File: src/sv/hgsm_pkg.sv
// shared types, codes and font tables for the hangul glyph slot mapper
package hgsm_pkg;

    // default geometry of the slot map
    localparam int unsigned SLOTS_DEF      = 105;
    localparam int unsigned FIRST_SLOT_DEF = 151;

    // hangul syllable block
    localparam logic [20:0] HANGUL_FIRST = 21'h00AC00;
    localparam logic [20:0] HANGUL_LAST  = 21'h00D7A3;

    // reciprocals for division by 28 and by 21
    localparam logic [14:0] RECIP_28  = 15'd18725;
    localparam int unsigned SHIFT_28  = 19;
    localparam logic [8:0]  RECIP_21  = 9'd391;
    localparam int unsigned SHIFT_21  = 13;

    // request operation codes
    typedef enum logic [1:0] {
        OP_TEXT  = 2'd0,
        OP_QUERY = 2'd1,
        OP_CLEAR = 2'd2,
        OP_NONE  = 2'd3
    } op_t;

    // controller states
    typedef enum logic [2:0] {
        ST_IDLE,
        ST_QUERY_LD,
        ST_DEC1,
        ST_DEC2,
        ST_SEARCH,
        ST_RAW_LD,
        ST_OUT_WAIT
    } state_t;

    typedef struct packed {
        logic [1:0] op;
        logic [7:0] in_byte;
        logic       end_of_string;
    } request_t;

    typedef struct packed {
        logic [7:0]  out_byte;
        logic        is_slot;
        logic        newly_allocated;
        logic [15:0] code_point;
        logic [4:0]  onset_index;
        logic [2:0]  onset_variant;
        logic        nucleus_set;
        logic [4:0]  nucleus_index;
        logic [4:0]  coda_index;
        logic        last;
    } result_t;

    // controller to datapath
    typedef struct packed {
        logic accept;
        logic load_query;
        logic dec1;
        logic dec2;
        logic search_run;
        logic load_hit;
        logic load_miss;
        logic load_raw;
    } cmd_t;

    // datapath to controller
    typedef struct packed {
        logic start_query;
        logic start_hangul;
        logic start_raw;
        logic hit;
        logic miss;
        logic out_last;
    } status_t;

    // vowel font lookup
    localparam logic [4:0] VOWEL_LOOKUP [21] = '{
        5'd3, 5'd4, 5'd5, 5'd6, 5'd7, 5'd10, 5'd11, 5'd12, 5'd13, 5'd14,
        5'd15, 5'd18, 5'd19, 5'd20, 5'd21, 5'd22, 5'd23, 5'd26, 5'd27, 5'd28, 5'd29
    };

    // final consonant font lookup
    localparam logic [4:0] FINAL_LOOKUP [28] = '{
        5'd0, 5'd2, 5'd3, 5'd4, 5'd5, 5'd6, 5'd7, 5'd8, 5'd9, 5'd10,
        5'd11, 5'd12, 5'd13, 5'd14, 5'd15, 5'd16, 5'd17, 5'd19, 5'd20,
        5'd21, 5'd22, 5'd23, 5'd24, 5'd25, 5'd26, 5'd27, 5'd28, 5'd29
    };

    // vowel shape class for onset variant
    localparam logic [1:0] VOWEL_CLASS [21] = '{
        2'd0, 2'd0, 2'd0, 2'd0, 2'd0, 2'd0, 2'd0, 2'd0, 2'd1, 2'd2,
        2'd2, 2'd2, 2'd1, 2'd1, 2'd2, 2'd2, 2'd2, 2'd1, 2'd1, 2'd2, 2'd0
    };

    // sequence length from a lead byte
    function automatic logic [2:0] lead_need(input logic [7:0] b);
        logic [2:0] n;
        if (b[7] == 1'b0)
            n = 3'd1;
        else if ((b & 8'hE0) == 8'hC0)
            n = 3'd2;
        else if ((b & 8'hF0) == 8'hE0)
            n = 3'd3;
        else if ((b & 8'hF8) == 8'hF0)
            n = 3'd4;
        else
            n = 3'd1;
        return n;
    endfunction

endpackage

File: src/sv/hgsm_req_if.sv
// request channel: valid, ready and one request payload
interface hgsm_req_if
    import hgsm_pkg::*;
    ();
    logic     valid;
    logic     ready;
    request_t payload;

    modport source (output valid, output payload, input ready);
    modport sink (input valid, input payload, output ready);
endinterface

File: src/sv/hgsm_res_if.sv
// result channel: valid, ready and one result payload
interface hgsm_res_if
    import hgsm_pkg::*;
    ();
    logic    valid;
    logic    ready;
    result_t payload;

    modport source (output valid, output payload, input ready);
    modport sink (input valid, input payload, output ready);
endinterface

File: src/sv/hgsm_ctrl.sv
// controller state machine of the hangul glyph slot mapper
module hgsm_ctrl
    import hgsm_pkg::*;
(
    input  logic    clk,
    input  logic    rst_n,
    input  logic    in_valid,
    output logic    in_ready,
    output logic    out_valid,
    input  logic    out_ready,
    input  status_t status,
    output cmd_t    cmd
);

    state_t state_reg;
    state_t state_next;

    // state register
    always_ff @(posedge clk or negedge rst_n)
    begin
        if (!rst_n)
            state_reg <= ST_IDLE;
        else
            state_reg <= state_next;
    end

    // next state
    always_comb
    begin
        state_next = state_reg;
        unique case (state_reg)
            ST_IDLE:
            begin
                if (in_valid)
                begin
                    if (status.start_query)
                        state_next = ST_QUERY_LD;
                    else if (status.start_hangul)
                        state_next = ST_DEC1;
                    else if (status.start_raw)
                        state_next = ST_RAW_LD;
                end
            end
            ST_QUERY_LD: state_next = ST_OUT_WAIT;
            ST_DEC1:     state_next = ST_DEC2;
            ST_DEC2:     state_next = ST_SEARCH;
            ST_SEARCH:
            begin
                if (status.hit || status.miss)
                    state_next = ST_OUT_WAIT;
            end
            ST_RAW_LD:   state_next = ST_OUT_WAIT;
            ST_OUT_WAIT:
            begin
                if (out_ready)
                    state_next = status.out_last ? ST_IDLE : ST_RAW_LD;
            end
            default:     state_next = ST_IDLE;
        endcase
    end

    // outputs
    always_comb
    begin
        cmd       = '0;
        in_ready  = 1'b0;
        out_valid = 1'b0;
        unique case (state_reg)
            ST_IDLE:
            begin
                in_ready   = 1'b1;
                cmd.accept = in_valid;
            end
            ST_QUERY_LD: cmd.load_query = 1'b1;
            ST_DEC1:     cmd.dec1 = 1'b1;
            ST_DEC2:     cmd.dec2 = 1'b1;
            ST_SEARCH:
            begin
                cmd.search_run = 1'b1;
                cmd.load_hit   = status.hit;
                cmd.load_miss  = !status.hit && status.miss;
            end
            ST_RAW_LD:   cmd.load_raw = 1'b1;
            ST_OUT_WAIT: out_valid = 1'b1;
            default:     cmd = '0;
        endcase
    end

endmodule

File: src/sv/hgsm_datapath.sv
// datapath: utf-8 assembly, slot map memory, search and jamo decode
module hgsm_datapath
    import hgsm_pkg::*;
#(
    parameter int unsigned SLOTS      = SLOTS_DEF,
    parameter int unsigned FIRST_SLOT = FIRST_SLOT_DEF
)
(
    input  logic     clk,
    input  logic     rst_n,
    input  request_t req,
    input  cmd_t     cmd,
    output status_t  status,
    output result_t  result
);

    localparam int unsigned CNT_W = $clog2(SLOTS + 1);
    localparam int unsigned IDX_W = (SLOTS > 1) ? $clog2(SLOTS) : 1;
    localparam logic [CNT_W-1:0] SLOTS_C = CNT_W'(SLOTS);
    localparam logic [7:0] FIRST_C = 8'(FIRST_SLOT);

    // sequence state
    logic [7:0] bytes_reg [4];
    logic [2:0] have_reg, have_next;
    logic [2:0] need_reg, need_next;

    // map counters
    logic [CNT_W-1:0] filled_reg, filled_next;
    logic [IDX_W-1:0] repl_reg, repl_next;

    // slot memory
    logic [15:0]      mem [SLOTS];
    logic [15:0]      rdata_reg;
    logic             mem_re;
    logic [IDX_W-1:0] mem_raddr;
    logic             mem_we;
    logic [IDX_W-1:0] mem_waddr;

    // search pipeline
    logic [CNT_W-1:0] rd_idx_reg;
    logic [IDX_W-1:0] cmp_idx_reg;
    logic             cmp_valid_reg;
    logic             issue;

    // current item
    logic [20:0] cp_reg;
    logic [2:0]  raw_count_reg;
    logic [1:0]  raw_idx_reg;
    logic [7:0]  qbyte_reg;
    logic        qvalid_reg;

    // jamo decode pipeline
    logic [8:0] q28_reg;
    logic [4:0] fin_reg;
    logic [4:0] ini_reg;
    logic [4:0] vow_reg;

    result_t result_reg;

    // sequence assembly on an accepted text byte
    logic [2:0]  need_eff;
    logic [2:0]  have_inc;
    logic        seq_done;
    logic [7:0]  sb [4];
    logic [20:0] cp_new;
    logic        is_hangul;
    logic        is_text;

    always_comb
    begin
        is_text  = (req.op == OP_TEXT);
        need_eff = (have_reg == 3'd0) ? lead_need(req.in_byte) : need_reg;
        have_inc = have_reg + 3'd1;
        seq_done = (have_inc >= need_eff);
        for (int k = 0; k < 4; k++)
            sb[k] = (have_reg[1:0] == 2'(k)) ? req.in_byte : bytes_reg[k];
        case (need_eff)
            3'd2:    cp_new = {10'd0, sb[0][4:0], sb[1][5:0]};
            3'd3:    cp_new = {5'd0, sb[0][3:0], sb[1][5:0], sb[2][5:0]};
            3'd4:    cp_new = {sb[0][2:0], sb[1][5:0], sb[2][5:0], sb[3][5:0]};
            default: cp_new = {13'd0, sb[0]};
        endcase
        is_hangul = seq_done && (cp_new >= HANGUL_FIRST) && (cp_new <= HANGUL_LAST);
    end

    always_comb
    begin
        have_next = have_reg;
        need_next = need_reg;
        if (cmd.accept && is_text)
        begin
            if (seq_done || req.end_of_string)
            begin
                have_next = 3'd0;
                need_next = 3'd0;
            end
            else
            begin
                have_next = have_inc;
                need_next = need_eff;
            end
        end
    end

    always_ff @(posedge clk or negedge rst_n)
    begin
        if (!rst_n)
        begin
            have_reg <= 3'd0;
            need_reg <= 3'd0;
        end
        else
        begin
            have_reg <= have_next;
            need_reg <= need_next;
        end
    end

    // sequence bytes and per-item capture
    logic [8:0] qoff;
    logic       qin;

    always_comb
    begin
        qoff = {1'b0, req.in_byte} - {1'b0, FIRST_C};
        qin  = (req.in_byte >= FIRST_C) && (qoff < 9'(filled_reg));
    end

    always_ff @(posedge clk)
    begin
        if (cmd.accept && is_text)
        begin
            bytes_reg[have_reg[1:0]] <= req.in_byte;
            cp_reg                   <= cp_new;
            raw_count_reg            <= have_inc;
        end
        if (cmd.accept)
        begin
            qbyte_reg <= req.in_byte;
            qvalid_reg <= qin;
        end
    end

    // raw byte index
    always_ff @(posedge clk or negedge rst_n)
    begin
        if (!rst_n)
            raw_idx_reg <= 2'd0;
        else if (cmd.accept)
            raw_idx_reg <= 2'd0;
        else if (cmd.load_raw)
            raw_idx_reg <= raw_idx_reg + 2'd1;
    end

    // jamo decode, divide by 28 then by 21
    logic [13:0] base;
    logic [28:0] prod28;
    logic [8:0]  q28;
    logic [17:0] prod21;
    logic [4:0]  ini;

    always_comb
    begin
        base   = 14'(cp_reg - HANGUL_FIRST);
        prod28 = 29'(base) * 29'(RECIP_28);
        q28    = 9'(prod28 >> SHIFT_28);
        prod21 = 18'(q28_reg) * 18'(RECIP_21);
        ini    = 5'(prod21 >> SHIFT_21);
    end

    always_ff @(posedge clk)
    begin
        if (cmd.dec1)
        begin
            q28_reg <= q28;
            fin_reg <= 5'(base - 14'(q28) * 14'd28);
        end
        if (cmd.dec2)
        begin
            ini_reg <= ini;
            vow_reg <= 5'(q28_reg - 9'(ini) * 9'd21);
        end
    end

    // search pipeline: one entry read per cycle, compared against the registered read data in the following cycle
    logic hit;
    logic miss;

    always_comb
    begin
        hit   = cmp_valid_reg && (rdata_reg == cp_reg[15:0]);
        miss  = !cmp_valid_reg && (rd_idx_reg == filled_reg);
        issue = cmd.search_run && !hit && (rd_idx_reg < filled_reg);
    end

    always_ff @(posedge clk or negedge rst_n)
    begin
        if (!rst_n)
        begin
            rd_idx_reg    <= '0;
            cmp_valid_reg <= 1'b0;
        end
        else if (cmd.accept)
        begin
            rd_idx_reg    <= '0;
            cmp_valid_reg <= 1'b0;
        end
        else
        begin
            cmp_valid_reg <= issue;
            if (issue)
                rd_idx_reg <= rd_idx_reg + 1'b1;
        end
    end

    always_ff @(posedge clk)
    begin
        if (issue)
            cmp_idx_reg <= rd_idx_reg[IDX_W-1:0];
    end

    // slot memory port control
    logic [IDX_W-1:0] alloc_idx;
    logic             not_full;

    always_comb
    begin
        not_full  = (filled_reg < SLOTS_C);
        alloc_idx = not_full ? filled_reg[IDX_W-1:0] : repl_reg;
        mem_we    = cmd.load_miss;
        mem_waddr = alloc_idx;
        mem_re    = issue || (cmd.accept && req.op == OP_QUERY);
        mem_raddr = issue ? rd_idx_reg[IDX_W-1:0] : qoff[IDX_W-1:0];
    end

    always_ff @(posedge clk)
    begin
        if (mem_we)
            mem[mem_waddr] <= cp_reg[15:0];
        if (mem_re)
            rdata_reg <= mem[mem_raddr];
    end

    // fill count and round robin pointer
    always_comb
    begin
        filled_next = filled_reg;
        repl_next   = repl_reg;
        if (cmd.accept && req.op == OP_CLEAR)
        begin
            filled_next = '0;
            repl_next   = '0;
        end
        else if (cmd.load_miss)
        begin
            if (not_full)
                filled_next = filled_reg + 1'b1;
            else if (32'(repl_reg) == SLOTS - 1)
                repl_next = '0;
            else
                repl_next = repl_reg + 1'b1;
        end
    end

    always_ff @(posedge clk or negedge rst_n)
    begin
        if (!rst_n)
        begin
            filled_reg <= '0;
            repl_reg   <= '0;
        end
        else
        begin
            filled_reg <= filled_next;
            repl_reg   <= repl_next;
        end
    end

    // result register
    always_ff @(posedge clk)
    begin
        if (cmd.load_query)
        begin
            result_reg            <= '0;
            result_reg.out_byte   <= qbyte_reg;
            result_reg.code_point <= qvalid_reg ? rdata_reg : 16'd0;
            result_reg.last       <= 1'b1;
        end
        else if (cmd.load_raw)
        begin
            result_reg          <= '0;
            result_reg.out_byte <= bytes_reg[raw_idx_reg];
            result_reg.last     <= (3'(raw_idx_reg) == raw_count_reg - 3'd1);
        end
        else if (cmd.load_hit)
        begin
            result_reg            <= '0;
            result_reg.out_byte   <= 8'(FIRST_C + 8'(cmp_idx_reg));
            result_reg.is_slot    <= 1'b1;
            result_reg.code_point <= cp_reg[15:0];
            result_reg.last       <= 1'b1;
        end
        else if (cmd.load_miss)
        begin
            result_reg.out_byte        <= 8'(FIRST_C + 8'(alloc_idx));
            result_reg.is_slot         <= 1'b1;
            result_reg.newly_allocated <= 1'b1;
            result_reg.code_point      <= cp_reg[15:0];
            result_reg.onset_index     <= 5'(ini_reg + 5'd2);
            result_reg.onset_variant   <= 3'(VOWEL_CLASS[vow_reg])
                                          + ((fin_reg != 5'd0) ? 3'd3 : 3'd0);
            result_reg.nucleus_set     <= (fin_reg != 5'd0);
            result_reg.nucleus_index   <= VOWEL_LOOKUP[vow_reg];
            result_reg.coda_index      <= FINAL_LOOKUP[fin_reg];
            result_reg.last            <= 1'b1;
        end
    end

    // status back to the controller
    always_comb
    begin
        status.start_query  = (req.op == OP_QUERY);
        status.start_hangul = is_text && is_hangul;
        status.start_raw    = is_text && !is_hangul && (seq_done || req.end_of_string);
        status.hit          = hit;
        status.miss         = miss;
        status.out_last     = result_reg.last;
    end

    assign result = result_reg;

endmodule

File: src/sv/hangul_glyph_slot_mapper.sv
// top level of the hangul glyph slot mapper
//
// request channel carries op, in_byte and end_of_string; result channel
// carries one result per transfer, last marking the final one of a request.
// text bytes are assembled into utf-8 sequences; a hangul syllable gives one
// slot result, anything else its raw bytes; a query gives the code point of
// a slot, a clear empties the slot map and gives nothing.
// one request is worked at a time; ready is high only when idle.
// a byte that ends nothing gives no result; a raw result is loaded in the
// RAW_LD state and a query result in QUERY_LD; a syllable passes the decode
// states DEC1 and DEC2, then a search through the registered read and
// compare at one filled slot per cycle, set by the one read port of the
// slot memory.
// reset empties the map (fill count, round robin pointer) and drops any
// partial sequence; memory contents are not cleared, the fill count hides them.
// while the receiver stalls the result is held and no request is taken.
module hangul_glyph_slot_mapper
    import hgsm_pkg::*;
#(
    parameter int unsigned SLOTS      = SLOTS_DEF,
    parameter int unsigned FIRST_SLOT = FIRST_SLOT_DEF
)
(
    input logic        clk,
    input logic        rst_n,
    hgsm_req_if.sink   request,
    hgsm_res_if.source result
);

    cmd_t    cmd;
    status_t status;

    // controller
    hgsm_ctrl u_ctrl (
        .clk       (clk),
        .rst_n     (rst_n),
        .in_valid  (request.valid),
        .in_ready  (request.ready),
        .out_valid (result.valid),
        .out_ready (result.ready),
        .status    (status),
        .cmd       (cmd)
    );

    // datapath
    hgsm_datapath #(
        .SLOTS      (SLOTS),
        .FIRST_SLOT (FIRST_SLOT)
    ) u_datapath (
        .clk    (clk),
        .rst_n  (rst_n),
        .req    (request.payload),
        .cmd    (cmd),
        .status (status),
        .result (result.payload)
    );

    // one request at a time: never ready while a result is offered
    assert property (@(posedge clk) disable iff (!rst_n)
        !(request.ready && result.valid))
        else $error("request taken while a result is pending");

    // a query answers once the QUERY_LD state has loaded its result
    assert property (@(posedge clk) disable iff (!rst_n)
        (request.valid && request.ready && request.payload.op == OP_QUERY)
        |-> ##2 result.valid)
        else $error("query result missing");

    // a new allocation is always a slot result ending its request
    assert property (@(posedge clk) disable iff (!rst_n)
        (result.valid && result.payload.newly_allocated)
        |-> (result.payload.is_slot && result.payload.last))
        else $error("allocation without slot flag");

    // clear requests give no result
    assert property (@(posedge clk) disable iff (!rst_n)
        (request.valid && request.ready && request.payload.op == OP_CLEAR)
        |=> !result.valid)
        else $error("clear gave a result");

endmodule

File: src/flat_wrapper.sv
// flat-port wrapper written by rule: the top's interface ports become plain ports
module hangul_glyph_slot_mapper_flat import hgsm_pkg::*;
#(
    parameter int unsigned SLOTS      = SLOTS_DEF,
    parameter int unsigned FIRST_SLOT = FIRST_SLOT_DEF
)
  (clk, rst_n, request_valid, request_payload, request_ready, result_valid, result_payload, result_ready);
  hgsm_req_if request_i ();
  hgsm_res_if result_i ();
  input logic clk;
  input logic rst_n;
  input wire logic [$bits(request_i.valid)-1:0] request_valid;
  input wire logic [$bits(request_i.payload)-1:0] request_payload;
  output wire logic [$bits(request_i.ready)-1:0] request_ready;
  output wire logic [$bits(result_i.valid)-1:0] result_valid;
  output wire logic [$bits(result_i.payload)-1:0] result_payload;
  input wire logic [$bits(result_i.ready)-1:0] result_ready;
  assign request_i.valid = request_valid;
  assign request_i.payload = request_payload;
  assign request_ready = request_i.ready;
  assign result_valid = result_i.valid;
  assign result_payload = result_i.payload;
  assign result_i.ready = result_ready;
  hangul_glyph_slot_mapper #(.SLOTS(SLOTS), .FIRST_SLOT(FIRST_SLOT)) u_core (.clk(clk), .rst_n(rst_n), .request(request_i), .result(result_i));
endmodule
File: config.mk
export PLATFORM = sky130hd
export DESIGN_NAME = hangul_glyph_slot_mapper_flat
export DESIGN_NICKNAME = d
export VERILOG_FILES = /design/src/sv/hgsm_pkg.sv /design/src/sv/hgsm_req_if.sv /design/src/sv/hgsm_res_if.sv /design/src/sv/hgsm_ctrl.sv /design/src/sv/hgsm_datapath.sv /design/src/sv/hangul_glyph_slot_mapper.sv /design/src/flat_wrapper.sv
export SDC_FILE = /design/constraint.sdc
export NUM_CORES = 2
export LEC_CHECK = 0
export BUFFER_PORTS_ARGS = -buffer_cell sky130_fd_sc_hd__buf_4
export CAP_MARGIN = 40
export CELL_PAD_IN_SITES_DETAIL_PLACEMENT = 2
export CELL_PAD_IN_SITES_GLOBAL_PLACEMENT = 2
export CORE_MARGIN = 10
export CORE_UTILIZATION = 46
export CTS_CLUSTER_SIZE = 40
export DETAILED_ROUTE_END_ITERATION = 16
export PLACE_DENSITY_LB_ADDON = 0.15
export SLEW_MARGIN = 20
export SYNTH_ARGS = -nofsm -noshare
export SYNTH_HDL_FRONTEND = slang
export SYNTH_SLANG_ARGS = --single-unit
File: constraint.sdc
create_clock -name clk -period 9.4 [get_ports clk]
set_input_delay 0.94 -clock clk [delete_from_list [all_inputs] [get_ports clk]]
set_output_delay 0.94 -clock clk [all_outputs]
set_load 0.1 [all_outputs]
* Word-level counts from Yosys, hierarchy flattened
Memories as Yosys holds them, arrays and structs flattened. A register that Yosys moved wholly into a read port is not among the register bits.
Index checks and enable logic that the tools add are counted.
** Storage, ports and cells
- Latch bits :: 0
- Bits in writable memories :: 1712
- Bits in registers :: 138
- Memories kept :: 5
- Logic and storage cells :: 183
- Bits in read-only memories :: 384
** Operators by class
- Order comparisons :: 9
- Shift-type cells :: 0
- Mux-type cells :: 58
- Multipliers :: 4
- Div/mod/pow operators :: 0
- Reduce and logical (&&, ||, !) cells :: 38
- Eq/ne operators :: 26
- Bitwise operators :: 2
- Add/sub/neg operators :: 14
** Memories
- u_core.u_datapath.mem :: words 105, width 16, rd ports 1, clocked after memory_dff 1, wr ports 1, line hgsm_datapath.sv:32 : logic [15:0] mem [SLOTS];
- (no name shown) :: words 32, width 5, rd ports 1, clocked after memory_dff 0, wr ports 0, line hgsm_datapath.sv:314 : result_reg.coda_index <= FINAL_LOOKUP[fin_reg];
- (no name shown) :: words 32, width 5, rd ports 1, clocked after memory_dff 0, wr ports 0, line hgsm_datapath.sv:313 : result_reg.nucleus_index <= VOWEL_LOOKUP[vow_reg];
- (no name shown) :: words 32, width 2, rd ports 1, clocked after memory_dff 0, wr ports 0, line hgsm_datapath.sv:310 : result_reg.onset_variant <= 3'(VOWEL_CLASS[vow_reg])
- u_core.u_datapath.bytes_reg :: words 4, width 8, rd ports 5, clocked after memory_dff 0, wr ports 1, line hgsm_datapath.sv:23 : logic [7:0] bytes_reg [4];
** Operators by type and width (count)
- 46-bit two-way mux :: 4
- 7-bit two-way mux :: 11
- 21-bit case mux with 3 select lines :: 1
- 3-bit two-way mux :: 15
- 14-bit by 15-bit multiplier with 28-bit output (second input constant) :: 1
- 7-bit by 1-bit adder with 7-bit output (second input constant) :: 3
- 21-bit by 16-bit >= comparator with 1-bit output (second input constant) :: 1
- 21-bit by 16-bit less-or-equal comparator with 1-bit output (second input constant) :: 1
- 5-bit two-way mux :: 4
- 9-bit by 9-bit multiplier with 18-bit output (second input constant) :: 1
- 6-bit two-way mux :: 3
- 3-bit case mux with 6 select lines :: 1
- 8-bit by 7-bit adder with 8-bit output (first input constant) :: 2
- 16-bit equality test :: 1
- 16-bit two-way mux :: 1
- 3-bit equality test (second input constant) :: 5
- 1-bit logical AND :: 14
- 14-bit subtractor (second input constant) :: 1
- 3-bit by 2-bit equality test with 1-bit output (second input constant) :: 4
- 6-bit >= comparator (second input constant) :: 2
- 1-bit two-way mux :: 12
- 5-bit inverter with 6-bit output :: 2
- 2-bit two-way mux :: 5
- 2-bit nonzero test :: 5
- 37 further kinds :: 51

* Depth between registers and ports, before layout
- Word-level depth :: 19
- Mapped depth :: 24
- Depth with buffers taken out :: 24

* Hierarchy
Synthesis repeated with hierarchy kept, for this count alone.
** Unflattened totals
- Cells, all modules :: 5641
- Area, all modules :: 79998.0 µm²
** By module, submodules not included
- hgsm_datapath :: cells an instance 5605, area an instance 79702.7 µm², sequential area each 55573.3 µm², instances 1
- hgsm_ctrl :: cells an instance 36, area an instance 295.3 µm², sequential area each 75.1 µm², instances 1

* Worst setup path after synthesis
OpenSTA, ideal clock, no wires.
- Kind :: register to register
- From :: register u_core.u_datapath.cp_reg[10]
- To :: register u_core.u_datapath.fin_reg[4] (data pin)
- Clock period less this slack :: 7.316 ns
- Path buffers :: 0
- Required time :: 9.138 ns
- Slack :: 2.084 ns
- Arrival :: 7.054 ns
- Stages on the path, launching flop included :: 25
- Library setup time :: 0.262 ns
- Path through :: edfxtp_1 -> a21oi_1 -> xnor2_1 -> ha_1 -> inv_1 -> fa_1 -> inv_1 -> fa_1 -> fa_1 -> fa_1 -> fa_1 -> ha_1 -> nand4_1 -> a21oi_1 -> o21ai_0 -> o211a_1 -> nor2_1 -> a21oi_1 -> xnor2_1 -> ha_1 -> inv_1 -> fa_1 -> xnor2_1 -> xnor2_1 -> xnor2_1
** On the way
- Cells in the longest elaborated chain, start to end :: 4
** RTL lines
- from (decl) :: line hgsm_datapath.sv:46 : logic [20:0] cp_reg;
- from (signal assigned) :: line hgsm_datapath.sv:134 : cp_reg <= cp_new;
- 14-bit subtractor :: line hgsm_datapath.sv:164 : base = 14'(cp_reg - HANGUL_FIRST);
- 14-bit by 15-bit multiplier with 28-bit output :: line hgsm_datapath.sv:165 : prod28 = 29'(base) * 29'(RECIP_28);
- net u_core.u_datapath.prod28[20] :: line hgsm_datapath.sv:157 : logic [28:0] prod28;
- 9-bit by 3-bit multiplier with 3-bit output :: line hgsm_datapath.sv:176 : fin_reg <= 5'(base - 14'(q28) * 14'd28);
- 5-bit subtractor :: line hgsm_datapath.sv:176
- to (signal assigned) :: line hgsm_datapath.sv:176
- to (decl) :: line hgsm_datapath.sv:54 : logic [4:0] fin_reg;
The timed path passes the listed nets, and every way through them passes these cells.
A chain may end at the register's enable or synchronous reset.

* Final worst setup path
- From :: register u_core.u_datapath.cp_reg[11]
- To :: register u_core.u_datapath.fin_reg[4] (data pin)
The elaborated chain is that of the path after synthesis.

==> reports/qor.yml <==
outcome: "finished, final reports clean"
area_growth_pct: 13.7
min_period_ns: 7.20
viasPerCell: 6.46
synth_edf_count: 1811
routedWlPerCell_microns: 37.3
std_cell_rows: 152
fmax_mhz: 139
intPower_mw: 16.4
ctsLongestPathBuffers: 3
drive_gt1_frac: 0.112
track_usage: 0.320
critPathLaunch: "u_core.u_datapath.cp_reg[11]"
drc: 0
required_ns: 9.98
post-dp-hpwl_microns: 184000
fin_crit_sh: 0.766
final_nets: 6354
antenna_left: 0
powerDensity_mw_per_mm2: 308
netSwitchingPower_mw: 11.2
power.share.clock: 0.276
reg2reg_from: "u_core.u_datapath.cp_reg[11]"
postCtsSetupBuffers: 0
syn_nets: 6142
synth_top_flop_cell: "edfxtp_1"
drtIter0Drc: 7217
grt_max_degree: 156
power_frac_seq: 0.351
die-area_sq_mm: 0.189
cts-buffers-inserted: 195
core_region_area_sq_mm: 0.171
synth_area_per_cell_sq_um: 13.4
switching_share: 0.406
grt_pass1_wl_microns: 437000
fillCellCount: 15789
start_util: 0.462
grt_pass1_vias: 58810
syn_inst: 5881
async_reset_ff_frac: 0.0177
syn_area_sq_mm: 0.0791
htreeDepth: 4
cp-end-kind: "flip-flop"
yosysSeqAreaShare: 0.704
cp-start-kind: "flip-flop"
cts.sinks: 1866
post-route-util: 0.525
overflow: 0
max_slew_margin: 0.209
clkLatencyLatePin_ns: 0.87
peakVddDrop_mv: 0.454
combPwrFrac: 0.372
tightest_slew_ns: 1.19
critPathKind: "flip-flop to flip-flop"
cts_tree: "done"
antenna_found_initial: 15
drv_slew: 0
portBuffers: 62
cap_viol_max_count: 0
clk_pin_slew_ns: 0.06
fp.dieH_microns: 435
crit_arrival_ns: 7.78
p_leak_nw: 31.6
worstPathMaxFanout: 46
ys_ff_latch: 1866
fin_skew_ns: 0.0333
rsz0062_at_grt: "false"
largest_register_ffs: 1680
ctsResizeCount: 0
clockRootBuffer: "clkbuf_16"
routed_wl_microns: 317000
ys_types: 78
via_count: 54852
finalWeightedCongestion: 0.839
final-hold-violation-count: 0
hp-class: "input pin to async pin"
ios: 63
setup_viol: 0
die_w_microns: 435
first_pass_iters: 7
setup_tns_ns: 0
postCtsHoldBufs: 0
yosys_warnings: 0
worst max-delay path, stage by stage (launching register included):
cell      delay, ns
edfxtp_1       0.32
buf_4          0.59
a21oi_1        0.19
xnor2_1        0.45
ha_1           0.23
inv_1          0.06
fa_1           0.54
inv_1          0.06
fa_1           0.49
fa_1           0.46
fa_1           0.56
fa_1           0.43
ha_1           0.31
nand4_1        0.08
a21oi_1        0.12
o21ai_0        0.10
o211a_1        0.24
nor2_1         0.18
a21oi_1        0.11
xnor2_1        0.15
ha_1           0.31
inv_1          0.06
fa_1           0.40
xnor2_1        0.18
xnor2_1        0.16
xnor2_1        0.08
final cells by class:
type | instances | area (sq um) | area share
antenna | 12 | 30.0 | 0.000334
clock buffer | 255 | 5170 | 0.0575
clock inverter | 98 | 792 | 0.00881
inverter | 119 | 449 | 0.00500
multi-input combinational | 3575 | 21900 | 0.243
sequential | 1866 | 55600 | 0.619
tap | 2233 | 2790 | 0.0311
timing repair buffer | 336 | 3120 | 0.0348
per-layer routing:
metal	up-vias	routed length, microns	global-route usage
li1	22252	-	-
met1	28855	120000	0.403
met2	2952	152000	0.525
met3	787	25800	0.0613
met4	6	18800	0.168
met5	-	40	0
power groups by stage:
stage / logic [mW] / clock network (mW) / registers (mW)
after floorplan: 5.77 / 0 / 9.95
after global placement: 9.01 / 0 / 9.87
after detailed placement: 9.78 / 0 / 9.88
after CTS: 10.0 / 7.59 / 9.71
after global routing: 10.9 / 7.99 / 9.73
final: 10.3 / 7.65 / 9.73
cells in the mapped netlist, types with 22 or more instances:
cell type,n,share of area
buf_1,25,0.0012
a21oi_1,236,0.015
nor2_1,199,0.0094
edfxtp_1,1811,0.69
inv_1,118,0.0056
clkbuf_1,180,0.0085
mux4_2,41,0.012
dfxtp_1,22,0.0056
nand3_1,586,0.037
a22oi_1,30,0.0028
xnor2_1,49,0.0054
o21ai_0,68,0.0043
fa_1,44,0.011
buf_2,97,0.0061
mux2i_1,169,0.021
mux2_2,22,0.0031
a32oi_1,48,0.0053
a31oi_1,98,0.0078
nor4_1,35,0.0028
nand4_1,56,0.0044
ha_1,202,0.032
nand2_1,1342,0.064
dfrtp_1,33,0.010
xor2_1,29,0.0032
cells by family after synthesis:
group | Yosys count | synth area share
xor gates and xnor gates | 78 | 0.00864
DFF | 1866 | 0.704
buffers and inverters | 440 | 0.0238
adders and majority gates | 246 | 0.0431
AOI/OAI and AO/OA | 673 | 0.0559
and+or+nand+nor | 2345 | 0.128
muxes | 233 | 0.0364
final timing paths:
path                                                endpoint  slack, ns  cells after the start
hold reg to reg                  u_core.u_datapath.result[2]       0.46                      2
min in group clk           u_core.u_datapath.bytes_reg[1][1]       0.37                      1
hold / removal                    u_core.u_ctrl.state_reg[0]       0.08                      1
setup reg to reg                u_core.u_datapath.fin_reg[4]       2.20                     25
max in group asynchronous    u_core.u_datapath.cmp_valid_reg       8.96                      1
setup / recovery                u_core.u_datapath.fin_reg[4]       2.20                     25
cells in the final DEF, fill, tap and decap left out, drive strengths merged, types with 23 or more instances in the layout:
| cell | Yosys | routed |
|---|---|---|
| edfxtp | 1811 | 1811 |
| nand2 | 1342 | 1342 |
| nand3 | 586 | 586 |
| buf | 141 | 327 |
| clkbuf | 180 | 261 |
| a21oi | 236 | 236 |
| ha | 202 | 202 |
| nor2 | 200 | 200 |
| mux2i | 169 | 169 |
| inv | 119 | 125 |
| a31oi | 98 | 98 |
| clkinv | 0 | 83 |
| o21ai | 73 | 73 |
| nand4 | 56 | 56 |
| xnor2 | 49 | 49 |
| a32oi | 48 | 48 |
| fa | 44 | 44 |
| mux4 | 41 | 41 |
| nor4 | 39 | 39 |
| dfrtp | 33 | 33 |
| a22oi | 31 | 31 |
| xor2 | 29 | 29 |
| mux2 | 23 | 23 |
per-stage QoR:
| stage | cells | hold WS, ns | setup slack (ns) | cell area [sq um] | power (mW) |
|---|---|---|---|---|---|
| 5_1_grt | 8485 | 0.0840 | 1.79 | 89800 | 28.6 |
| 4_1_cts | 8457 | 0.0373 | 2.18 | 89400 | 27.3 |
| 2_1_floorplan | 5881 | 0.418 | 2.08 | 79100 | 15.7 |
| 6_report | 8494 | 0.0753 | 2.20 | 89900 | 27.7 |
| 3_5_place_dp | 8104 | 0.455 | 2.19 | 83500 | 19.7 |
| 3_3_place_gp | 8065 | 0.443 | 2.19 | 82900 | 18.9 |
(Power assumes the default switching activity.)
